`src/assert_macros.svh`:
```
// Assertion macros shared by the plane projection extent tracker RTL.
`ifndef ASSERT_MACROS_SVH
`define ASSERT_MACROS_SVH

// Same-cycle check: when the antecedent holds, the consequent holds too.
`define PPET_ASSERT_SAME(label, clk, rst_n, ante, cons) \
    label: assert property (@(posedge clk) disable iff (!rst_n) (ante) |-> (cons)) \
        else $error("same-cycle check failed");

// Next-cycle check: when the antecedent holds, the consequent holds in the next cycle.
`define PPET_ASSERT_NEXT(label, clk, rst_n, ante, cons) \
    label: assert property (@(posedge clk) disable iff (!rst_n) (ante) |=> (cons)) \
        else $error("next-cycle check failed");

`endif

```
`src/ppet_pkg.sv`:
```
// Shared widths, types and helper functions of the plane projection extent tracker.
package ppet_pkg;

    // Point coordinates, packed unit vectors and derived arithmetic widths.
    localparam int COORD_W   = 32;
    localparam int SLOT_W    = 21;
    localparam int NORM_FRAC = 19;
    localparam int VEC_W     = 3 * SLOT_W;
    localparam int PROD_W    = COORD_W + SLOT_W;
    localparam int DOT_W     = PROD_W + 2;
    localparam int S_W       = DOT_W - NORM_FRAC + 1;
    localparam int SN_W      = S_W + SLOT_W;
    localparam int Q_W       = SN_W - NORM_FRAC + 1;
    localparam int QB_W      = Q_W + SLOT_W;
    localparam int QDOT_W    = QB_W + 2;
    localparam int K_W       = COORD_W + 2;
    localparam int KN_W      = K_W + SLOT_W;
    localparam int THICK_W   = COORD_W + 1;
    localparam int WIDE_W    = QDOT_W;
    localparam int CFG_IDX_W = 2;

    // Queue depths (powers of two) and their pointer and count widths.
    localparam int MID_DEPTH = 4;
    localparam int MID_PTR_W = $clog2(MID_DEPTH);
    localparam int MID_CNT_W = $clog2(MID_DEPTH + 1);
    localparam int OUT_DEPTH = 8;
    localparam int OUT_PTR_W = $clog2(OUT_DEPTH);
    localparam int OUT_CNT_W = $clog2(OUT_DEPTH + 1);

    // Saturation limits, held at the widest internal width.
    localparam logic signed [WIDE_W-1:0] COORD_MAX =
        (WIDE_W'(1) << (COORD_W - 1)) - WIDE_W'(1);
    localparam logic signed [WIDE_W-1:0] COORD_MIN = ~COORD_MAX;
    localparam logic signed [WIDE_W-1:0] KEPT_MAX =
        (WIDE_W'(1) << (K_W - 1)) - WIDE_W'(1);
    localparam logic signed [WIDE_W-1:0] KEPT_MIN = ~KEPT_MAX;

    typedef logic signed [COORD_W-1:0] t_coord;
    typedef logic signed [SLOT_W-1:0]  t_slot;
    typedef logic [VEC_W-1:0]          t_vec;
    typedef logic signed [K_W-1:0]     t_kept;

    // Configuration register indexes.
    typedef enum logic [CFG_IDX_W-1:0] {
        CFG_NORMAL_UNIT,
        CFG_PLANE_OFFSET,
        CFG_BASIS_FIRST,
        CFG_BASIS_SECOND
    } t_cfg_idx;

    typedef struct packed {
        t_vec   normal;
        t_coord offset;
        t_vec   basis1;
        t_vec   basis2;
    } t_cfg;

    // One accepted point; element 0 is x.
    typedef struct packed {
        t_coord [2:0] p;
        logic         last;
    } t_point;

    // Classified point passed from the front to the back.
    typedef struct packed {
        t_coord [2:0]           p;
        logic signed [S_W-1:0]  s;
        logic                   below;
        logic [COORD_W-1:0]     mag;
        t_kept                  ks;
        logic                   last;
    } t_mid;

    typedef struct packed {
        t_coord             u;
        t_coord             v;
        logic               last;
        t_coord             ox;
        t_coord             oy;
        t_coord             oz;
        logic [THICK_W-1:0] thick;
    } t_result;

    // Component i of a packed vector.
    function automatic t_slot vec_slot(input t_vec v, input int i);
        return v[i*SLOT_W +: SLOT_W];
    endfunction

    // Saturate a wide signed value to a coordinate.
    function automatic t_coord sat_coord(input logic signed [WIDE_W-1:0] x);
        if (x > COORD_MAX) begin
            return COORD_MAX[COORD_W-1:0];
        end else if (x < COORD_MIN) begin
            return COORD_MIN[COORD_W-1:0];
        end
        return x[COORD_W-1:0];
    endfunction

    // Saturate a wide signed value to the kept distance width.
    function automatic t_kept sat_kept(input logic signed [WIDE_W-1:0] x);
        if (x > KEPT_MAX) begin
            return KEPT_MAX[K_W-1:0];
        end else if (x < KEPT_MIN) begin
            return KEPT_MIN[K_W-1:0];
        end
        return x[K_W-1:0];
    endfunction

endpackage

```
`src/ppet_queue.sv`:
```
// Short queue of classified points between the front and the back.
`include "assert_macros.svh"

module ppet_queue (
    input  logic                             i_clk,
    input  logic                             i_rst_n,
    input  logic                             i_we,
    input  ppet_pkg::t_mid                   i_wdata,
    input  logic                             i_re,
    output ppet_pkg::t_mid                   o_rdata,
    output logic [ppet_pkg::MID_CNT_W-1:0]   o_count
);

    ppet_pkg::t_mid                       r_mem [ppet_pkg::MID_DEPTH];
    logic [ppet_pkg::MID_PTR_W-1:0]       r_wp;
    logic [ppet_pkg::MID_PTR_W-1:0]       r_rp;
    logic [ppet_pkg::MID_CNT_W-1:0]       r_count;

    // Pointers and fill count.
    always_ff @(posedge i_clk) begin
        if (!i_rst_n) begin
            r_wp    <= '0;
            r_rp    <= '0;
            r_count <= '0;
        end else begin
            if (i_we) begin
                r_wp <= r_wp + ppet_pkg::MID_PTR_W'(1);
            end
            if (i_re) begin
                r_rp <= r_rp + ppet_pkg::MID_PTR_W'(1);
            end
            r_count <= r_count + ppet_pkg::MID_CNT_W'(i_we) - ppet_pkg::MID_CNT_W'(i_re);
        end
    end

    // Entry storage.
    always_ff @(posedge i_clk) begin
        if (i_we) begin
            r_mem[r_wp] <= i_wdata;
        end
    end

    assign o_rdata = r_mem[r_rp];
    assign o_count = r_count;

    `PPET_ASSERT_SAME(a_mid_no_overflow, i_clk, i_rst_n, i_we,
        r_count < ppet_pkg::MID_CNT_W'(ppet_pkg::MID_DEPTH) || i_re)
    `PPET_ASSERT_SAME(a_mid_no_underflow, i_clk, i_rst_n, i_re, r_count != '0)
    `PPET_ASSERT_NEXT(a_mid_count_drop, i_clk, i_rst_n, i_re && !i_we,
        r_count == $past(r_count) - ppet_pkg::MID_CNT_W'(1))

endmodule

```
`config.mk`:
```
export PLATFORM = sky130hd
export DESIGN_NAME = ppet_queue
export DESIGN_NICKNAME = d
export VERILOG_FILES = /design/src/ppet_pkg.sv /design/src/ppet_queue.sv
export VERILOG_INCLUDE_DIRS = /design/src /design/src/src
export SDC_FILE = /design/constraint.sdc
export NUM_CORES = 1
export LEC_CHECK = 0
export ABC_AREA = 1
export BUFFER_PORTS_ARGS = -buffer_cell sky130_fd_sc_hd__buf_2
export CORE_MARGIN = 2
export CORE_UTILIZATION = 62
export DETAILED_ROUTE_END_ITERATION = 8
export PLACE_DENSITY = 0.85
export SYNTH_ARGS = -nofsm -noshare
export SYNTH_HDL_FRONTEND = slang
export SYNTH_SLANG_ARGS = --single-unit
```
`constraint.sdc`:
```
create_clock -name i_clk -period 8.5 [get_ports i_clk]
set_clock_uncertainty 0.1 [all_clocks]
set_input_delay 0.425 -clock i_clk [delete_from_list [all_inputs] [get_ports i_clk]]
set_output_delay 0.425 -clock i_clk [all_outputs]
set_load 0.005 [all_outputs]
```
## Yosys cells after proc, flatten, opt, wreduce, memory -nomap -nowiden

Memory sizes are Yosys's and may differ from the RTL's. A register that Yosys moved wholly into a read port is not among the register bits.
Index checks and enable logic that the tools add are counted.

| storage, ports and cells | value |
|---|---|
| register bits after elaboration | 7 |
| memory bits (writable) | 804 |
| memories | 1 |

| operators by class | value |
|---|---|
| add/subtract/negate cells | 4 |
| mux-type cells | 4 |

Memories:

| memory | words | bits a word | read ports | clocked after Yosys merged registers in | write ports | RTL line | RTL |
|---|---|---|---|---|---|---|---|
| r_mem | 4 | 201 | 1 | 1 | 1 | ppet_queue.sv:14 | `ppet_pkg::t_mid r_mem [ppet_pkg::MID_DEPTH];` |

Operators with widths:

| kind | count |
|---|---|
| adder 2 x 1 -> 2 bit (second input constant) | 2 |
| two-way mux 2 bit | 2 |
| adder 3 x 1 -> 3 bit | 1 |
| subtractor 3 x 1 -> 3 bit | 1 |
| two-way mux 1 bit | 2 |

## Depth between registers and ports, before layout

| depth | value |
|---|---|
| depth in word-level cells | 3 |
| gate-level depth with buffers | 8 |
| depth with buffers taken out | 8 |

## Worst setup path before layout

Ideal clock, no wire load.

| timing | value |
|---|---|
| path kind | reg2reg |
| start | reg r_wp[0] (netlist name) |
| end | mem r_mem[2][0] (netlist name) (enable) |
| arrival | 4,447 ps |
| data required time | 7,847 ps |
| slack | 3,401 ps |
| stages on the path, launching flop included | 5 |
| path buffers | 0 |
| clock period less this slack | 5,099 ps |
| cell sequence | dfxtp_1 -> inv_1 -> ha_1 -> nand2_1 -> inv_1 |

RTL lines:

| item | RTL line | RTL |
|---|---|---|
| from (decl) | ppet_queue.sv:15 | `logic [ppet_pkg::MID_PTR_W-1:0] r_wp;` |
| from (signal assigned) | ppet_queue.sv:27 | `r_wp <= r_wp + ppet_pkg::MID_PTR_W'(1);` |
| to (decl) | ppet_queue.sv:14 |  |

Straight into the memory's write port.

==> impl_metrics.tcl <==
set metrics [dict create \
    post_route_cells_drive_above_1_share_pct 19.07 \
    outcome "complete, no violations" \
    slew_headroom_pct 17.98 \
    htreeDepth 3 \
    root_buffer "clkbuf_16" \
    num_vias 21050 \
    hold_path.startpoint "i_we" \
    first_global_vias 20970 \
    place_area_sq_mm 0.03291 \
    setup_tns_ns 0 \
    whs_ns 0.1021 \
    grt_usage_pct 30.79 \
    r2r-end "r_mem[3][196]" \
    crit_arrival_ns 3.97 \
    setup_viol 0 \
    synthCells 2200 \
    core-area_sq_mm 0.04885 \
    overflow 0 \
    clk_pin_slew_ns 0.06 \
    syn-num-nets 2412 \
    antenna_found_initial 10 \
    io_pins 409 \
    holdPathStages 3 \
    fmax_mhz 222.4 \
    grt_setup_unrepaired "false" \
    drt-initial-drc-count 2481 \
    routed_wl_mm 79.97 \
    cts-hold-fix-buffers 202 \
    min_period_over_period_pct 52.91 \
    synthToLayoutAreaGrowth_pct 22.24 \
    synth_area_leaders "edfxtp_1, nor2_1, o21ai_1, o21ai_0, buf_6" \
    cp-start-kind "register" \
    synth-seq-area-share_pct 79.39 \
    ys.warnings.count 0 \
    initial_core_util_pct 62.72 \
    die_h_um 226.3 \
    postCtsSetupBuffers 0 \
    port_buffers 408 \
    drc 0 \
    finalPower_mw 8.955 \
    power.density_mw_per_mm2 239.1 \
    num_rows 81 \
    ff2ff_setup_slack_ns 5.39 \
    gp_congestion 0.7800 \
    p_leak_nw 13.37 \
    wire_per_inst_um 22.82 \
    grt_pass1_wl_mm 118.3 \
    min_period_ns 4.497 \
    cts_tree "yes" \
    final_max_slew_viol_count 0 \
    ir_worst_vdd_mv 0.2081 \
    syn-cell-area_sq_mm 0.03064 \
    ctsResizeCount 0 \
    crit_type "register to primary output" \
    synth_cell_types 19 \
    fp.dieW_um 226.3 \
    worstMarginPinSlew_ns 1.230 \
    cts_buffers 78 \
    worstPathRequired_ns 7.98 \
    hpwl_mm 38.46 \
    postRouteAntennaNets 0 \
    crit_fanout 134 \
    clock_latency_ns 0.62 \
    cts_buffer_depth 3 \
    worstHoldEndpoint "r_wp[0]" \
    dieArea_sq_mm 0.05121 \
    grt_max_degree 213 \
    yosysTopAreaCell "edfxtp_1" \
    r2r-start "r_wp[0]" \
    cts.sinks 813 \
    final_cell_area_sq_mm 0.03745 \
    firstDrtPassIters 5 \
    ff2ff_path_depth 4 \
    worstSetupEndpointType "primary output" \
    avgSynthCellArea_sq_um 13.93 \
    fin_nets 2983 \
    synth_seq_cells 813 \
    hold_path.class "input pin to register" \
    yosysTopAreaCellShare_pct 78.80 \
    avgViaCountPerCell 6.007 \
    maxCapViolations 0 \
    hold_viol_final 0 \
]
-- cell families after synthesis --
logic type | share of synthesized area, %
DFF | 79.39
and+or+nand+nor | 7.539
AOI/OAI and AO/OA | 9.997
buffers and inverters | 2.765
adders and majority gates | 0.3104
-- Yosys cell counts --
| master | number |
|---|---|
| buf_1 | 1 |
| dfxtp_1 | 9 |
| ha_1 | 6 |
| inv_1 | 18 |
| nor2_1 | 603 |
| o21ai_1 | 390 |
| nand3_1 | 1 |
| buf_8 | 1 |
| buf_6 | 22 |
| inv_2 | 1 |
| fa_1 | 1 |
| buf_4 | 15 |
| buf_2 | 30 |
| inv_4 | 1 |
| nand2_1 | 11 |
| a21oi_1 | 5 |
| o21ai_0 | 217 |
| edfxtp_1 | 804 |
| clkbuf_1 | 64 |
-- cell type report --
class / count / area, sq um
fill: 2543 / 11400
clock inverter: 46 / 464.2
antenna: 8 / 20.02
sequential: 813 / 24330
multi-input combinational: 1234 / 5468
timing repair buffer: 624 / 4182
clock buffer: 95 / 2037
inverter: 20 / 125.1
tap: 664 / 830.8
-- state kept, by name, indices dropped and copies added, names as in the netlist, named ones only --
name	count
r_mem	804
o_count	3
r_rp	2
r_wp	2
-- placed cells by master (no fill, tap or decap), types with 2 or more instances in the layout --
cell           Yosys  routed
diode_2            0       8
nand2_1           11      11
nor2_1           603     603
clkbuf_16          0      79
clkinvlp_4         0       2
clkinv_8           0       5
clkbuf_1          64      16
dfxtp_1            9       8
clkinv_1           0      14
buf_4             15      13
clkinv_4           0       2
buf_2             30     408
dlygate4sd3_1      0     202
bufinv_16          0       7
o21ai_1          390     390
inv_1             18      14
inv_8              0       5
a21oi_1            5       5
clkinv_2           0      15
edfxtp_1         804     804
ha_1               6       6
o21ai_0          217     217
-- report_power, final --
group | switching (mW) | internal (mW)
combinational | 0.571 | 0.311
clock | 1.50 | 1.94
sequential | 0.0491 | 4.59
total | 2.12 | 6.84
-- routing by layer --
layer	wire length [um]	global-route usage, %
met1	27510	36.70
met2	40350	52.41
met3	8310	8.838
met4	3771	13.62
met5	24	0
-- through the flow --
stage	utilization, %	worst slack [ns]	cells
6_report	76.67	4.003	3504
5_1_grt	76.67	3.786	3503
4_1_cts	76.63	4.123	3496
3_5_place_dp	67.37	4.904	3153
3_3_place_gp	67.37	5.042	3153
2_1_floorplan	-	3.401	2200
-- worst max path at each step --
stage                         from     endpoint  slack, ns  cells after the start
after floorplan            r_wp[0]  r_mem[2][0]       3.40                      4
after global placement    register  o_rdata[93]       5.04                      6
after detailed placement  register  o_rdata[22]       4.90                      6
after CTS                 register  o_rdata[23]       4.12                      6
after global routing      register  o_rdata[19]       3.79                      6
final                     register  o_rdata[19]       4.00                      6
-- critical path, cell delays in order, from the launching register on --
cell and delay (ns):
dfxtp_1 0.37, inv_8 0.55, buf_4 0.79, buf_4 0.77
o21ai_1 0.25, o21ai_1 0.30, buf_2 0.19
No activity file was read; power rests on OpenSTA's default activity.
